## src/csla_div_pipe.sv

```systemverilog
// pipelined 16-bit quotient of num/den for num < den, one bit per stage
module csla_div_pipe #(
	parameter int DW    = 60,
	parameter int TAG_W = 8
) (
	input  logic             clk,
	input  logic             arst_n,
	input  logic             en,
	input  logic             in_valid,
	input  logic [DW-1:0]    in_num,
	input  logic [DW-1:0]    in_den,
	input  logic [TAG_W-1:0] in_tag,
	output logic             out_valid,
	output logic [15:0]      out_quo,
	output logic [TAG_W-1:0] out_tag
);
	logic [16:0]      vld_q;
	logic [DW:0]      rem_q [17];
	logic [DW-1:0]    den_q [17];
	logic [15:0]      quo_q [17];
	logic [TAG_W-1:0] tag_q [17];

	always_comb begin
		vld_q[0] = in_valid;
		rem_q[0] = {1'b0, in_num};
		den_q[0] = in_den;
		quo_q[0] = '0;
		tag_q[0] = in_tag;
	end

	for (genvar i = 0; i < 16; i++) begin : g_stage
		logic [DW:0] sh;
		logic        ok;
		always_comb begin
			sh = {rem_q[i][DW-1:0], 1'b0};
			ok = sh >= {1'b0, den_q[i]};
		end
		always_ff @(posedge clk or negedge arst_n) begin
			if (!arst_n) begin
				vld_q[i+1] <= 1'b0;
			end else if (en) begin
				vld_q[i+1] <= vld_q[i];
			end
		end
		always_ff @(posedge clk) begin
			if (en) begin
				rem_q[i+1] <= ok ? sh - {1'b0, den_q[i]} : sh;
				den_q[i+1] <= den_q[i];
				quo_q[i+1] <= {quo_q[i][14:0], ok};
				tag_q[i+1] <= tag_q[i];
			end
		end
	end

	assign out_valid = vld_q[16];
	assign out_quo   = quo_q[16];
	assign out_tag   = tag_q[16];
endmodule

```

## config.mk

```make
export PLATFORM = sky130hd
export DESIGN_NAME = csla_div_pipe
export DESIGN_NICKNAME = d
export VERILOG_FILES = /design/src/csla_div_pipe.sv
export SDC_FILE = /design/constraint.sdc
export NUM_CORES = 2
export LEC_CHECK = 0
export BUFFER_PORTS_ARGS = -buffer_cell sky130_fd_sc_hd__buf_4
export CAP_MARGIN = 20
export CORE_MARGIN = 10
export CORE_UTILIZATION = 67
export DETAILED_ROUTE_END_ITERATION = 7
export GPL_TIMING_DRIVEN = 0
export HOLD_SLACK_MARGIN = 0.02
export MAX_ROUTING_LAYER = met4
export PLACE_DENSITY = 0.87
export SYNTH_ARGS = -nofsm -noshare
export SYNTH_HDL_FRONTEND = slang
export SYNTH_SLANG_ARGS = --single-unit
```

## constraint.sdc

```tcl
create_clock -name clk -period 9.6 [get_ports clk]
set_clock_uncertainty 0.2 [all_clocks]
set_input_delay 0.48 -clock clk [delete_from_list [all_inputs] [get_ports clk]]
set_output_delay 0.48 -clock clk [all_outputs]
set_load 0.005 [all_outputs]
```

## Word level (Yosys, flattened, before mapping)

Index checks and enable logic that the tools add are counted.

- Muxes and demuxes: 15
- Magnitude comparators: 16
- $add $sub $neg: 15

Operators with widths:

| operator | number |
|---|---|
| $ge A61 B60 Y1 | 16 |
| $mux W60 | 15 |
| $sub A60 B60 Y60 | 15 |

- Word-level logic and storage cells: 139
- Output and inout port bits: 25
- Bits in registers: 2080
- Input port bits: 132

## Depth between registers and ports, before layout

- Word-level depth: 2
- Mapped depth: 19
- Mapped depth without buffers: 15

## Least setup slack after synthesis

OpenSTA, ideal clock, no wires.

- Kind: register -> register
- Start point: register den_q[420] (netlist name)
- End point: register rem_q, in the netlist g_stage[10].sh[55] (data pin)
- Arrival time: 3.484 ns
- Stages on the path, launching flop included: 14
- Setup slack: 5.654 ns
- Period minus slack after synthesis: 3.946 ns
- Setup time: 0.262 ns
- Data required time: 9.138 ns
- Buffers on the path: 0
- Cells stage by stage: edfxtp_1 -> fa_1 -> nand2b_1 -> a21oi_1 -> a21oi_1 -> a211o_1 -> a21oi_1 -> a41oi_1 -> o31ai_2 -> a31oi_1 -> o31ai_1 -> a31oi_1 -> xnor2_1 -> mux2_1

- Longest elaborated chain between the ends: 2
- Elaborated cells on any way between the ends: 3

RTL lines:

| element | RTL line | text |
|---|---|---|
| start, declared | 19 | `logic [DW-1:0] den_q [17];` |
| start signal, assigned by index | 48 | `den_q[i+1] <= den_q[i];` |
| $sub A60 B60 Y60 or $ge A61 B60 Y1 (tied branches) | 47, 36 |  |
| $mux W60 (*) | 47 | `rem_q[i+1] <= ok ? sh - {1'b0, den_q[i]} : sh;` |
| end signal, assigned by index | 47 |  |
| end, declared | 18 | `logic [DW:0] rem_q [17];` |

Every way passes the cells marked *; elsewhere a longest branch is shown, timed or not.
A chain may end at the register's enable or synchronous reset.

## Worst setup path in the final report

- Start point: register den_q[909] (netlist name)
- End point: register rem_q, in the netlist g_stage[2].sh[31] (data pin)

The elaborated chain is that of the path after synthesis.

==> metrics.txt <==
status=complete, but fails checks; failing checks=DRC; Achievable Freq=177.0 MHz; Worst Setup End Kind=flip-flop; max capacitance violation total=0; Final HPWL DP=232300 µm; Mean Syn Cell Area=10.28 µm²; Lkg Pwr=58.09 nW; DIE AREA=207600 µm²; multi-input combinational cell area=58090 µm²; Crit Path Max Fanout=10; root buffer selected by CTS=clkbuf_16; Worst-Skew Late Latency=880 ps; Initial Utilization=67.58%; Area Overhead vs Synth=10.21%; number of port buffers=156; commonest non-fill, non-tap cell in the layout=edfxtp_1; GR Util All Layers=29.84%; final worst setup slack=3950 ps; Slew @ Worst Pin=1244 ps; max-slew headroom at the worst pin=16.30%; main combinational cell family by area after synthesis=compound AO/OA/AOI/OAI gates; RSZ-0062 raised after global routing=no; Antenna Nets Post-Route=0; CP arrival=6010 ps; TritonCTS Buffers=207; Die Ht=455.7 µm; Layout Utilization=74.47%; reg2reg start=den_q[909]; num rows=159; Setup crit start kind=flip-flop; most frequent cells in the layout=edfxtp_1, a21oi_1, inv_1; Yosys reg bits=2080; Hold Violations, Final=0; Hold Path Depth=2; number of global-route vias before repair=96430; Clock Path Buffers=3; R2R depth=15; DRC=10; Syn. warnings=0; TNS Setup=0 ps; post_cts resized=0; Gate Count Post-Synth=12380; wirelength, routed=314100 µm; Worst VDD drop=231.2 µV; Main synth FF type=edfxtp_1; r2r setup slk=3950 ps; Place WS=3815 ps; GRT overflow=0; routed vias=99030; final setup violation count=0; mux contribution to synthesized area=1.878%; clk sinks=2080; FF+latch area=62380 µm²; global-route wire length before repair=492700 µm; Adder-Cell Fraction of Synth Area=9.671%; Synth Area in Simple Gates=10.80%; ys async rst share=0.7692%; CP required=9960 ps; filler cell count in the final layout=11450; design area=140200 µm²; Post-synth EDFFs=2064; Placement Cell Area=131900 µm²; HP Start=in_tag[1]; initial drt markers=11150; nets=14010; I/O Pins=157; initial antenna violation count=6; Setup CP Type=flip-flop to flip-flop; Synth Area in Compound Gates=17.62%; final worst path period share=58.86%; synth unique cells=104; drt first pass iters=8; layout cells sized above 1=6.874%; fin crit period=5650 ps; mapped cell area=127200 µm²; RR Endpoint=g_stage[2].sh[31]; Max Slew Vio Count=0; maximum number of pins on one net before global-route repair=205; XOR/XNOR Fraction of Synth Area=5.702%; end point of the worst hold path=tag_q[121]; type of the most critical hold path=input port to flip-flop; via/cell ratio=6.358; routed len/inst=20.16 µm; CTS tree=done; Clock transition at path regs=60 ps; total power=47.47 mW; core area=188200 µm²; sequential fraction of the synthesis area=49.05%; chip width=455.7 µm; H-tree levels=4; Syn Nets=13480; Pwr Density=338.7 nW/µm²; GP Congestion=1.288
[per-layer routing]
layer	track usage (%)	share of wire, %	wire (µm)
met1	29.96	34	106300
met2	51.62	49	154600
met3	3.599	6.8	21490
met4	25.43	10	31690
met5	-	0	0
[through the flow]
step	hold slack (ps)	cells
floorplan	-15.59	12380
finish	131.6	15580
global route	104.6	15580
global placement	139.1	15030
CTS	45.65	15570
detailed placement	147.6	15050
[cell type report]
cell class / instances / area share [%]
flip-flops and latches: 2080 / 44.51
multi-input cells: 8618 / 41.45
clock buffers: 256 / 3.910
inverters: 1186 / 3.176
well taps: 2495 / 2.227
repair buffers: 316 / 2.118
plain buffers: 493 / 1.619
clock inverters: 130 / 0.9891
diodes: 3 / 0.005356
[cell usage after synthesis, types with 17 or more instances]
library cell     n  area, µm²
a211oi_1        66      495.5
a21boi_0        24      180.2
a21o_1         538       4039
a21oi_1       1533       7672
a221o_1         17      170.2
a221oi_1        32      280.3
a311oi_1        23      201.4
a31o_2          20      175.2
a31oi_1        121      757.0
a41oi_1         23      201.4
and2_1          76      475.5
and3_1          88      550.5
buf_2           95      475.5
buf_4           52      390.4
clkbuf_1       323       1212
edfxtp_1      2064      61980
ha_1           959      12000
inv_1         1181       4433
mux2_1          50      563.0
mux2_2         147       1655
nand2_1        740       2778
nand2b_1       136      850.8
nand3_1        179      895.9
nand4_1        234       1464
nor2_1        1048       3934
nor2b_1        131      819.5
nor3_1         121      605.6
nor4_1          39      244.0
o2111ai_1       17      148.9
o211ai_1        48      360.4
o21a_1         105      788.3
o21ai_0        651       3258
o21ai_1         42      210.2
o21bai_1       156       1171
o31ai_1         58      435.4
or2_2           27      168.9
or3_1           40      250.2
xnor2_1        484       4239
xor2_1         344       3013
[repair_timing]
item / CTS / global route
setup buffers: 0 / 0
hold endpoints to repair: 282 / 0
hold buffers: 133 / 0
[cells by family (layout without fill, tap and decap cells)]
group | after synthesis | after routing
xor gates and xnor gates | 828 | 828
buffers and inverters | 1679 | 2381
adders and majority gates | 974 | 974
and+or+nand+nor | 2941 | 2941
muxes | 211 | 211
DFF | 2080 | 2080
other | 0 | 3
AOI/OAI and AO/OA | 3664 | 3664
[critical path, cell delays in order (launching register included)]
cell	delay, ps
edfxtp_1	370
inv_1	60
ha_1	350
nand4_1	480
a211oi_1	390
o21ai_0	260
a2111oi_0	780
o211ai_1	210
nand3_1	340
a41o_1	240
nand2_1	140
o21a_1	250
clkbuf_1	350
clkbuf_1	560
nand2_1	210
o21ai_0	120
[how the worst max path moves through the flow]
stage,slack [ps],cells after the start,from,end
2_1_floorplan,5650,13,den_q[420],g_stage[10].sh[55]
3_3_place_gp,-9060,1,en,den_q[113]
3_5_place_dp,3820,8,en,g_stage[11].sh[58]
4_1_cts,4080,9,en,g_stage[11].sh[53]
5_1_grt,3740,9,en,g_stage[11].sh[53]
6_report,3950,15,den_q[909],g_stage[2].sh[31]
[flip-flops by register name, summed over array words and instances, names as in the netlist]
name,flops
tag_q,120
out_tag,8
out_quo,16
out_valid,1
quo_q,120
den_q,900
vld_q,15
g_stage.sh,900
[power breakdown]
part | internal, mW | switching [mW] | total [mW]
Clock | 4.64 | 3.45 | 8.10
Sequential | 13.7 | 1.38 | 15.0
Combinational | 9.63 | 14.7 | 24.3
(Power assumes the default switching activity.)
