`src/csla_sqrt_pipe.sv`:
```
// pipelined integer square root, one result bit per stage, with stall enable
module csla_sqrt_pipe #(
	parameter int IN_W  = 32,
	parameter int TAG_W = 8
) (
	input  logic                 clk,
	input  logic                 arst_n,
	input  logic                 en,
	input  logic                 in_valid,
	input  logic [IN_W-1:0]      in_val,
	input  logic [TAG_W-1:0]     in_tag,
	output logic                 out_valid,
	output logic [IN_W/2-1:0]    out_root,
	output logic [TAG_W-1:0]     out_tag
);
	localparam int N  = IN_W / 2;
	localparam int RW = N + 2;

	logic [N:0]         vld_q;
	logic [IN_W-1:0]    rad_q  [N+1];
	logic [RW-1:0]      rem_q  [N+1];
	logic [N-1:0]       root_q [N+1];
	logic [TAG_W-1:0]   tag_q  [N+1];

	always_comb begin
		rad_q[0]  = in_val;
		rem_q[0]  = '0;
		root_q[0] = '0;
		tag_q[0]  = in_tag;
		vld_q[0]  = in_valid;
	end

	// restoring digit recurrence, one bit per stage
	for (genvar i = 0; i < N; i++) begin : g_stage
		logic [RW-1:0] rem_sh;
		logic [RW-1:0] trial;
		logic          ok;
		always_comb begin
			rem_sh = {rem_q[i][RW-3:0], rad_q[i][IN_W-1 -: 2]};
			trial  = {root_q[i], 2'b01};
			ok     = rem_sh >= trial;
		end
		always_ff @(posedge clk or negedge arst_n) begin
			if (!arst_n) begin
				vld_q[i+1] <= 1'b0;
			end else if (en) begin
				vld_q[i+1] <= vld_q[i];
			end
		end
		always_ff @(posedge clk) begin
			if (en) begin
				rad_q[i+1]  <= {rad_q[i][IN_W-3:0], 2'b00};
				rem_q[i+1]  <= ok ? rem_sh - trial : rem_sh;
				root_q[i+1] <= {root_q[i][N-2:0], ok};
				tag_q[i+1]  <= tag_q[i];
			end
		end
	end

	assign out_valid = vld_q[N];
	assign out_root  = root_q[N];
	assign out_tag   = tag_q[N];
endmodule

```
`config.mk`:
```
export PLATFORM = sky130hd
export DESIGN_NAME = csla_sqrt_pipe
export DESIGN_NICKNAME = d
export VERILOG_FILES = /design/src/csla_sqrt_pipe.sv
export SDC_FILE = /design/constraint.sdc
export NUM_CORES = 1
export LEC_CHECK = 0
export BUFFER_PORTS_ARGS = -buffer_cell sky130_fd_sc_hd__buf_2
export CORE_AREA = 2 2 240 242
export CTS_CLUSTER_DIAMETER = 150
export DETAILED_ROUTE_END_ITERATION = 10
export DIE_AREA = 0 0 242 244
export GPL_TIMING_DRIVEN = 0
export PLACE_DENSITY_LB_ADDON = 0.08
export SLEW_MARGIN = 20
export SYNTH_ARGS = -nofsm -noshare
export SYNTH_HDL_FRONTEND = slang
export SYNTH_SLANG_ARGS = --single-unit
```
`constraint.sdc`:
```
create_clock -name clk -period 2.9 [get_ports clk]
set_clock_uncertainty 0.2 [all_clocks]
set_input_delay 0.435 -clock clk [delete_from_list [all_inputs] [get_ports clk]]
set_output_delay 0.435 -clock clk [all_outputs]
set_load 0.02 [all_outputs]
```
After elaboration in Yosys (flattened, before gate mapping)
Index checks and enable logic that the tools add are counted.
Word-level totals
  bits in registers: 747
  input port bits: 44
  output and inout bits: 25
Operators by class
  add/subtract/negate cells: 15
  $lt $le $gt $ge: 16
  mux-type cells: 15
Operators by type and width (count)
  2-to-1 mux 16 bit: 14
  >= comparator 18 x 10 -> 1 bit: 1
  >= comparator 18 x 11 -> 1 bit: 1
  >= comparator 18 x 12 -> 1 bit: 1
  >= comparator 18 x 13 -> 1 bit: 1
  >= comparator 18 x 14 -> 1 bit: 1
  >= comparator 18 x 15 -> 1 bit: 1
  >= comparator 18 x 16 -> 1 bit: 1
  >= comparator 18 x 17 -> 1 bit: 1
  >= comparator 18 x 3 -> 1 bit: 1
  >= comparator 18 x 4 -> 1 bit: 1
  >= comparator 18 x 5 -> 1 bit: 1
  >= comparator 18 x 6 -> 1 bit: 1
  >= comparator 18 x 7 -> 1 bit: 1
  >= comparator 18 x 8 -> 1 bit: 1
  >= comparator 18 x 9 -> 1 bit: 1
  subtractor 16 x 10 -> 16 bit: 1
  subtractor 16 x 11 -> 16 bit: 1
  subtractor 16 x 12 -> 16 bit: 1
  subtractor 16 x 13 -> 16 bit: 1
  subtractor 16 x 14 -> 16 bit: 1
  subtractor 16 x 15 -> 16 bit: 1
  subtractor 16 bit: 1
  subtractor 16 x 3 -> 16 bit: 1
  9 further kinds: 9

Logic depth before layout (Yosys ltp)
  word-level depth: 2
  depth in mapped cells: 11

Worst setup path before layout
Ideal clock, no wire load.
  kind: register to register
  start: register rem_q, in the netlist g_stage[11].rem_sh[7]
  end: register rem_q, in the netlist g_stage[12].rem_sh[13] (data pin)
  library setup time: 0.260 ns
  arrival: 2.262 ns
  path slack: 0.178 ns
  stages on the path, launching flop included: 9
  buffers on the path: 2
  clock period less this slack: 2.722 ns
  path through: edfxtp_1 -> ha_1 -> nand4_1 -> or3_1 -> o31ai_1 -> or3b_1 -> buf_2 -> buf_4 -> mux2_2
On the way
  longest elaborated chain between the ends: 2
Ends and longest elaborated chain
  from (decl): line 21  | logic [RW-1:0] rem_q [N+1];
  from (signal, indexed assignment): line 53  | rem_q[i+1] <= ok ? rem_sh - trial : rem_sh;
  subtractor 16 x 13 -> 16 bit / >= comparator 18 x 13 -> 1 bit (equally long branches): line 53, 41
  2-to-1 mux 16 bit *: line 53
Every way passes the cells marked *; elsewhere a longest branch is shown, timed or not.
A chain may end at the register's enable or synchronous reset.

Final worst setup path
  start: register rem_q, in the netlist g_stage[12].rem_sh[2]
  end: register rem_q, in the netlist g_stage[13].rem_sh[17] (data pin)
On the way
  longest elaborated chain between the ends: 2
Ends and longest elaborated chain (line)
  subtractor 16 x 14 -> 16 bit / >= comparator 18 x 14 -> 1 bit (equally long branches): 53, 41
  2-to-1 mux 16 bit *: 53
Marks and branches as above.

==> impl_metrics.json <==
{
  "cts_tree": "built",
  "post-route-cell-area_mm2": 0.0374,
  "ys_ff_latch": 744,
  "startpoint": "g_stage[12].rem_sh[2]",
  "via_count": 17764,
  "multi_input_comb_area_mm2": 0.00940,
  "cp_data_required_time_ps": 3060,
  "synthArstFlopShare": 0.0215,
  "drv_cap": 0,
  "overflow": 0,
  "dr.first_iter.drc_count": 1153,
  "rsz0062_at_grt": "true",
  "worstSkewPairLatency_ps": 640,
  "cts_buffers": 77,
  "fmax_mhz": 345,
  "syn_inst": 2237,
  "place_congestion": 0.912,
  "start_util": 0.569,
  "clkSlewWorstSetupHoldPaths_ps": 60,
  "ys_seq_area_frac": 0.697,
  "areaGrowthSynthToFinish_pct": 17.1,
  "postPlaceCellArea_mm2": 0.0334,
  "port_buffers": 68,
  "fp.dieH_um": 244,
  "min_from": "en",
  "syn_nets": 2433,
  "rows": 87,
  "post-route-period-util": 0.998,
  "synth_area_leaders": "edfxtp_1 68%, ha_1 6.0%, xnor2_1 2.2%",
  "hold_path.class": "in2reg",
  "wire_per_inst_um": 16.9,
  "min_period_ps": 2890,
  "fin_nets": 2672,
  "io-pin-count": 69,
  "synth_common_cells": "728 x edfxtp_1, 174 x inv_1, 152 x ha_1",
  "powerDensity_mw_per_mm2": 755,
  "grt_max_degree": 105,
  "cts_sinks": 744,
  "place_ws_ps": -557,
  "synth_flop_cell": "edfxtp_1",
  "peakVddDrop_v": 0.000726,
  "syn_area_mm2": 0.0320,
  "wl_met3_um": 2200,
  "fillCellCount": 4013,
  "cp-end-kind": "flop",
  "start_kind": "flop",
  "synth_cell_type_count": 80,
  "coreArea_mm2": 0.0562,
  "ys_warn_count": 0,
  "place_hpwl_um": 37000,
  "wl_met1_um": 25100,
  "avgViaCountPerCell": 5.39,
  "synth_edf_count": 728,
  "final-seq-area_mm2": 0.0223,
  "post-route-util": 0.666,
  "die_width_um": 242,
  "synth_most_common_cell": "edfxtp_1",
  "worstMarginPinSlew_ps": 905,
  "cp_max_fo": 6,
  "reg2reg_from": "g_stage[12].rem_sh[2]",
  "status": "finished clean",
  "syn_area_per_cell_um2": 14.3,
  "dr.pass1.iters": 7,
  "grt_first_pass_wirelength_um": 87500,
  "setup_viol": 0,
  "crit_arrival_ps": 3060,
  "wirelength_um": 55600,
  "antenna_found_initial": 0,
  "met2_length_um": 26800,
  "p_leak_nw": 14.3,
  "drc_errors": 0,
  "finalPower_mw": 28.2,
  "slew_headroom": 0.391,
  "root_buffer": "clkbuf_16",
  "setup_tns_ps": 0,
  "htree_levels": 3,
  "routed.top_layer": "met4",
  "clk_path_buf_depth": 3,
  "synth_top_area_frac": 0.684,
  "hold_violations": 0,
  "drive_gt1_frac": 0.160,
  "critPathKind": "reg2reg",
  "grt_pass1_vias": 17493,
  "ant_nets": 0,
  "setup_ws_ps": 5.07,
  "dieArea_mm2": 0.0590,
  "synth_top_area_cell": "edfxtp_1",
  "grt_use_total": 0.185,
  "slew_violations": 0
}
## layout make-up
cell class              count  share of cell area
flip-flops and latches    744               0.595
multi-input cells        1279               0.251
clock buffers              93              0.0537
repair buffers            162              0.0360
well taps                 756              0.0253
inverters                 176              0.0177
clock inverters            46              0.0138
plain buffers              36             0.00702
diodes                      1           0.0000669
## registers in the layout, summed over array words and instances, names as in the netlist
register,count
g_stage.rem_sh,254
g_stage.trial,120
out_root,16
out_tag,8
out_valid,1
rad_q,210
tag_q,120
vld_q,15
## critical path, stage by stage (launching register included)
cell and delay (ps):
edfxtp_1 430, ha_4 280, nor2b_4 130, o31a_1 350
a2111oi_4 470, nor3_4 140, nor2_4 280, nor2_1 90
mux2_4 270
## placed cells by master (no fill, tap or decap), types with 32 or more instances in the layout
master,instances
buf_2,75
xor2_1,81
nand2b_1,35
o21ai_0,105
xnor2_1,81
nand2_1,134
nor2_1,135
dlygate4sd3_1,48
mux2_2,32
clkbuf_16,77
ha_1,130
buf_4,46
edfxtp_1,728
nor3_1,48
inv_1,169
a21oi_1,121
## path summary, 6_finish.rpt
kind                                           to  slack, ps  cells past startpoint
max                        g_stage[13].rem_sh[17]          5                      8
min                         g_stage[2].rem_sh[16]        100                      2
max reg2reg                g_stage[13].rem_sh[17]          5                      8
min reg2reg                            rad_q[381]        200                      0
max in group asynchronous                vld_q[3]       1340                      3
min in group asynchronous               vld_q[13]        710                      3
## cells by family (layout without fill, tap and decap cells)
logic type               after synthesis  in the layout  share of synthesized area
AO/OA/AOI/OAI                        392            392                     0.0753
XOR/XNOR                             162            162                     0.0444
adder cells (fa/ha/maj)              152            152                     0.0595
buffers and inverters                215            513                     0.0272
flip-flops                           744            744                      0.697
multiplexers                          40             40                     0.0139
other                                  1              2                   0.000117
AND/OR/NAND/NOR                      531            532                     0.0829
## metrics by stage
stage | hold slack [ps] | std cells
floorplan | -60.6 | 2237
global placement | 153 | 3061
detailed placement | 158 | 3068
CTS | 54.8 | 3258
global route | 79.3 | 3292
finish | 104 | 3293
## where the power goes
part           leakage [nW]  switching (mW)  internal (mW)
Clock                  1.23            4.10           5.48
Combinational          5.84            2.59           2.10
Sequential             7.20           0.635           13.3
## layer usage
layer | global-route usage | vias up
met5 | 0 | -
met4 | 0.0643 | 0
met3 | 0.0342 | 111
met2 | 0.307 | 358
met1 | 0.247 | 8554
li1 | - | 8741
## repair_timing
item                                   CTS  global route
pin swaps                                9            21
buffers inserted                         8            26
cloned                                   0             5
hold buffers                            44             5
endpoints found under the hold margin   58             2
gates resized for setup                 42           112
setup endpoints to repair               90           214
No activity file was read; power rests on OpenSTA's default activity.
